### config.mk
export PLATFORM = sky130hd
export DESIGN_NAME = ffs_queue
export DESIGN_NICKNAME = d
export VERILOG_FILES = /design/src/ffs_pkg.sv /design/src/ffs_queue.sv
export VERILOG_INCLUDE_DIRS = /design/src /design/src/src
export SDC_FILE = /design/constraint.sdc
export NUM_CORES = 1
export LEC_CHECK = 0
export BUFFER_PORTS_ARGS = -buffer_cell sky130_fd_sc_hd__buf_4
export CELL_PAD_IN_SITES_DETAIL_PLACEMENT = 1
export CELL_PAD_IN_SITES_GLOBAL_PLACEMENT = 2
export CORE_MARGIN = 4
export CORE_UTILIZATION = 49
export DETAILED_ROUTE_END_ITERATION = 10
export PLACE_DENSITY_LB_ADDON = 0.1
export SYNTH_ARGS = -nofsm -noshare
export SYNTH_HDL_FRONTEND = slang
export SYNTH_SLANG_ARGS = --single-unit
### constraint.sdc
create_clock -name clk_i -period 14.75 [get_ports clk_i]
set_input_delay 0 -clock clk_i [delete_from_list [all_inputs] [get_ports clk_i]]
set_output_delay 0 -clock clk_i [all_outputs]
set_load 0.05 [all_outputs]
### src/form_factor_stream_unit_defines.svh
// Assertion helpers shared by the form factor stream unit.
// Both expect clk_i and rst_ni in the scope where they are used.
`ifndef FORM_FACTOR_STREAM_UNIT_DEFINES_SVH
`define FORM_FACTOR_STREAM_UNIT_DEFINES_SVH

`define FFS_ASSERT(lbl, prop, msg) lbl: assert property (@(posedge clk_i) disable iff (!rst_ni) \
  (prop)) else $error(msg);

`define FFS_ASSERT_NEVER(lbl, cond, msg) lbl: assert property (@(posedge clk_i) \
  disable iff (!rst_ni) !(cond)) else $error(msg);

`endif

### src/ffs_pkg.sv
`default_nettype none
package ffs_pkg;

  localparam int unsigned QUEUE_DEPTH_DEF = 8;
  localparam int unsigned CFG_IDX_W       = 3;
  localparam int unsigned K_W             = 5;
  localparam int unsigned K_MAX           = 18;
  localparam int unsigned DIV_W           = 128;
  localparam int unsigned QUO_W           = 16;

  localparam logic [33:0] NEAR_LIMIT_SQ   = 34'd4295;
  localparam logic [20:0] NUM_SCALE       = 21'd1600000;
  localparam logic [18:0] PI_SCALED       = 19'd314159;
  localparam logic [16:0] FF_ONE          = 17'd65536;
  localparam logic signed [15:0] NORM_Z_RESET = 16'sd16384;

  typedef enum logic [1:0] {
    REASON_OK   = 2'd0,
    REASON_NEAR = 2'd1,
    REASON_BACK = 2'd2
  } reason_e;

  typedef enum logic [CFG_IDX_W-1:0] {
    REG_POS_X  = 3'd0,
    REG_POS_Y  = 3'd1,
    REG_POS_Z  = 3'd2,
    REG_NORM_X = 3'd3,
    REG_NORM_Y = 3'd4,
    REG_NORM_Z = 3'd5
  } cfg_idx_e;

  typedef struct packed {
    logic signed [31:0] pos_x;
    logic signed [31:0] pos_y;
    logic signed [31:0] pos_z;
    logic signed [15:0] norm_x;
    logic signed [15:0] norm_y;
    logic signed [15:0] norm_z;
  } cfg_t;

  // One classified target as it travels from the front to the back.
  typedef struct packed {
    logic signed [15:0] e_x;
    logic signed [15:0] e_y;
    logic signed [15:0] e_z;
    logic signed [15:0] nb_x;
    logic signed [15:0] nb_y;
    logic signed [15:0] nb_z;
    logic [K_W-1:0]     k;
    logic [31:0]        area;
    reason_e            reason;
    logic               last;
  } work_t;

endpackage
`default_nettype wire

### src/ffs_queue.sv
`default_nettype none
`include "form_factor_stream_unit_defines.svh"
module ffs_queue import ffs_pkg::*; #(
  parameter int unsigned QUEUE_DEPTH = QUEUE_DEPTH_DEF,
  localparam int unsigned CNT_W = $clog2(QUEUE_DEPTH + 1),
  localparam int unsigned PTR_W = (QUEUE_DEPTH > 1) ? $clog2(QUEUE_DEPTH) : 1
) (
  input  logic             clk_i,
  input  logic             rst_ni,
  input  logic             push_i,
  input  work_t            push_data_i,
  input  logic             pop_i,
  output logic             head_valid_o,
  output work_t            head_o,
  output logic [CNT_W-1:0] count_o
);

  work_t            mem_q [QUEUE_DEPTH];
  logic [PTR_W-1:0] wr_ptr_q, rd_ptr_q;
  logic [CNT_W-1:0] count_q;

  function automatic logic [PTR_W-1:0] ptr_next(input logic [PTR_W-1:0] p);
    return (p == PTR_W'(QUEUE_DEPTH - 1)) ? '0 : p + 1'b1;
  endfunction

  always_ff @(posedge clk_i or negedge rst_ni) begin
    if (!rst_ni) begin
      wr_ptr_q <= '0;
      rd_ptr_q <= '0;
      count_q  <= '0;
    end else begin
      if (push_i) begin
        wr_ptr_q <= ptr_next(wr_ptr_q);
      end
      if (pop_i) begin
        rd_ptr_q <= ptr_next(rd_ptr_q);
      end
      if (push_i && !pop_i) begin
        count_q <= count_q + 1'b1;
      end else if (pop_i && !push_i) begin
        count_q <= count_q - 1'b1;
      end
    end
  end

  always_ff @(posedge clk_i) begin
    if (push_i) begin
      mem_q[wr_ptr_q] <= push_data_i;
    end
  end

  assign head_valid_o = count_q != '0;
  assign head_o       = mem_q[rd_ptr_q];
  assign count_o      = count_q;

  `FFS_ASSERT_NEVER(a_queue_overflow, push_i && count_q == CNT_W'(QUEUE_DEPTH), "queue overflow")
  `FFS_ASSERT_NEVER(a_queue_underflow, pop_i && count_q == '0, "queue underflow")

endmodule
`default_nettype wire

# After elaboration in Yosys (flattened, before gate mapping)
# Memories as Yosys holds them, arrays and structs flattened.
# Cells that the tools add are included.
[op_classes] mux=6 eq_ne=2 n_reduce_logical=6 addsub=4
[ops] op="two-way mux 4 bit" count=2
[ops] op="adder 3 x 1 -> 3 bit, second input constant" count=2
[ops] op="equality test 3 bit, second input constant" count=2
[ops] op="two-way mux 3 bit" count=2
[ops] op="adder 4 x 1 -> 4 bit, second input constant" count=1
[ops] op="nonzero test 4 bit" count=1
[ops] op="subtractor 4 x 1 -> 4 bit, second input constant" count=1
[ops] op="logical AND 1 bit" count=2
[ops] op="logical NOT 1 bit" count=2
[ops] op="two-way mux 1 bit" count=2
[ops] op="nonzero test 2 bit" count=1
[word_totals] n_memories=1 ram_bits=1088 input_bits=140 wordCells=22 regBits=10
[mem_list] name="mem_q" words=8 width=136 read_ports=1 rd_ports_with_merged_regs=0 write_ports=1 line_no="ffs_queue.sv:18" rtl="work_t mem_q [QUEUE_DEPTH];"

# Logic depth before layout (Yosys ltp)
[depth] depth_word=4 depth_mapped=7 depth_no_buf=7

# Worst setup path after synthesis
# No wires, ideal clock.
[synth_path] path_kind="reg-to-reg" start="register wr_ptr_q[2]" end="memory mem_q[0][0] in the netlist's numbering (enable)" path_slack_ns=4.203 n_path_buf=0 t_arrival_ns=9.749 path_stages_with_launch=3 synth_period_minus_slack_ns=10.547 t_required_ns=13.952 path_cell_list="dfrtp_1 -> nand2b_1 -> nor3_1"
[synth_rtl] element="start: declaration" line_no="ffs_queue.sv:19" rtl="logic [PTR_W-1:0] wr_ptr_q, rd_ptr_q;"
[synth_rtl] element="start signal: assignment" line_no="ffs_queue.sv:33" rtl="wr_ptr_q <= ptr_next(wr_ptr_q);"
[synth_rtl] element="end: declaration" line_no="ffs_queue.sv:18"
# Straight into the memory's write port.

==> impl_metrics.py <==
metrics = {
    "synth": {
        "synth_seq_area_share_pct": 79.3,
        "netlist-cell-type-count": 27,
        "ys_ff_latch": 1098,
        "yosys_warnings": 0,
        "synthCells": 1637,
        "synth_top_area_share_pct": 78.7,
        "syn-num-nets": 1785,
        "syn_area_sq_um": 41500,
        "yosysTopAreaCell": "edfxtp_1",
        "syn_area_per_cell_sq_um": 25.3,
        "synth_area_leaders": "edfxtp_1, mux4_2, mux2_2, buf_6, dfrtp_1",
    },
    "grt": {
        "grt_pass1_vias": 20900,
        "antenna_found_initial": 10,
        "track_usage_pct": 20.1,
        "grt_pass1_wl_microns": 135000,
        "grt_overflow": 0,
        "busiest_layer": "met2",
        "grt_max_degree": 164,
        "use_met2_pct": 34.5,
        "met3_usage_pct": 3.93,
        "use_met1_pct": 27.0,
    },
    "floorplan": {
        "core_area_sq_um": 83800,
        "io-pin-count": 281,
        "die_area_sq_um": 89400,
        "die_x_microns": 299,
        "die_y_microns": 299,
        "row_count": 106,
        "initial_core_util_pct": 49.5,
    },
    "cts": {
        "postCtsResizedCells": 0,
        "cts_sinks": 1098,
        "cts_tree": "yes",
        "postCtsSetupBuffers": 0,
        "clock_latency_ns": 0.67,
        "clockBufferDepth": 3,
        "cts_buffers": 112,
        "h-tree-depth": 3,
        "cts_root_buf": "clkbuf_16",
        "ctsHoldBuffers": 140,
        "clkTransAtPathRegs_ns": 0.06,
    },
    "power_and_ir_drop": {
        "ir_worst_vdd_mv": 0.199,
        "power.leakage_nw": 16.2,
        "total_power_mw": 10.8,
        "p_per_area_nw_per_um2": 216,
    },
    "sta": {
        "hold_viol_final": 0,
        "drv_slew": 0,
        "fmax_ghz": 0.233,
        "rsz0062_at_grt": "no",
        "period_share_pct": 29.1,
        "relSlewSlack_pct": 28.2,
        "fin_setup_tns_ns": 0,
        "fin_skew_ns": 0.0205,
        "finalSetupViolCount": 0,
        "period_minus_slack_ns": 4.29,
        "tightest_slew_ns": 1.08,
    },
    "detailed_routing": {
        "drc": 0,
        "via_count": 18500,
        "dr.pass1.iters": 4,
        "post_drt_wl_per_cell_microns": 26.5,
        "drt_iter0_drc": 1349,
        "ant_nets": 0,
        "wl_microns": 89000,
        "vias_per_cell": 5.52,
    },
    "finish": {
        "final_common_cell": "edfxtp_1",
        "fin_area_sq_um": 49700,
        "fillers": 6928,
        "area.growth.synth_to_final_pct": 19.9,
        "nNetsFinal": 2270,
        "stdcell_count": 3358,
        "drive_gt1_share_pct": 40.0,
        "final_cell_mix": "edfxtp_1, buf_4, mux4_2, mux2_2, dlygate4sd3_1",
    },
    "placed_design": {
        "port_buffers": 280,
        "gp_congestion": 0.697,
        "placement.cell_area_sq_um": 44800,
        "dp_cells": 3002,
        "hpwlAfterDp_microns": 46200,
    },
    "setup_path": {
        "cp.required_ns": 14.75,
        "crit_path_end_kind": "primary output",
        "crit_start": "rd_ptr_q[0]",
        "cp_max_fo": 51,
        "worst-setup-path-type": "register to primary output",
        "startpoint_type": "register",
        "rr_worst_depth": 4,
        "worstPathArrival_ns": 4.29,
        "regToRegStartpoint": "wr_ptr_q[0]",
    },
    "job": {
        "drv_cap": 0,
    },
    "hold_path": {
        "holdPathStages": 2,
        "hp-class": "input pin to register",
        "worstHoldStart": "push_data_i[126]",
    },
    "status": {
        "status": "completed",
    },
}
==> worst paths after layout <==
| kind | endpoint | slack [ns] |
|---|---|---|
| min in group asynchronous | count_o[0] | 0.42 |
| hold / removal | mem_q[4][126] | 0.10 |
| setup / recovery | head_o[92] | 10.46 |
| setup reg to reg | mem_q[6][127] | 11.59 |
| hold reg to reg | wr_ptr_q[2] | 0.58 |
| max in group asynchronous | rd_ptr_q[0] | 13.88 |
==> state kept, by name (all words and copies together) (netlist names) <==
name / count
count_o: 4
rd_ptr_q: 3
wr_ptr_q: 3
mem_q: 1088
==> where the power goes <==
group / switching, mW / internal [mW]
Combinational: 2.47 / 1.54
Clock: 1.15 / 1.52
Sequential: 0.184 / 3.90
==> area by class of cell <==
cell class / count / area (sq um) / area share [%]
Clock inverter: 80 / 577 / 1.16
Multi-Input combinational cell: 458 / 8090 / 16.3
Clock buffer: 131 / 2920 / 5.86
Sequential cell: 1098 / 32900 / 66.2
Timing Repair Buffer: 448 / 3790 / 7.62
Inverter: 4 / 15.0 / 0.0302
Tap cell: 1134 / 1420 / 2.85
Antenna cell: 5 / 12.5 / 0.0252
==> metrics by stage <==
stage / hold slack, ns / setup slack [ns] / util [%]
final: 0.104 / 10.46 / 59.3
after global routing: 0.0898 / 10.0 / 59.3
after CTS: 0.0520 / 10.25 / 59.3
after detailed placement: -0.150 / 10.98 / 53.5
after global placement: -0.146 / 11.02 / 53.5
after floorplan: -0.296 / 4.20 / -
==> routing by layer <==
layer / wire length [microns] / vias up
met5: 76 / -
met4: 1800 / 12
met3: 4180 / 151
met2: 45800 / 385
met1: 37100 / 9973
li1: - / 8021
==> cells in the mapped netlist <==
library cell	number
buf_2	4
nand3b_1	3
dfrtp_1	10
nor2_1	8
buf_1	16
buf_4	1
mux2i_1	1
clkbuf_1	27
buf_6	26
a2111o_1	1
mux2_2	141
or4_1	2
edfxtp_1	1088
a21oi_1	2
nand2_1	5
o211ai_1	2
nor3_1	3
mux4_2	272
xnor2_1	2
nand2b_1	2
or3_1	1
nand3_1	2
buf_8	3
o21ai_0	3
inv_1	4
ha_1	7
fa_1	1
==> logic make-up (layout without fill, tap and decap cells) <==
| logic type | after synthesis | after routing | synth area share, % |
|---|---|---|---|
| flops | 1098 | 1098 | 79.3 |
| mux | 414 | 414 | 18.6 |
| buf+inv | 81 | 663 | 1.31 |
| simple gates | 26 | 26 | 0.314 |
| fa+ha+maj | 8 | 8 | 0.259 |
| compound gates | 8 | 8 | 0.124 |
| xor+xnor | 2 | 2 | 0.0422 |
| other cells | 0 | 5 | 0 |
==> critical path, cell delays in order (launching register included) <==
cell	delay, ns
dfrtp_4	0.70
buf_4	0.87
buf_4	0.87
mux4_2	0.60
mux2_2	0.31
buf_4	0.20
No activity file was read; power rests on OpenSTA's default activity.
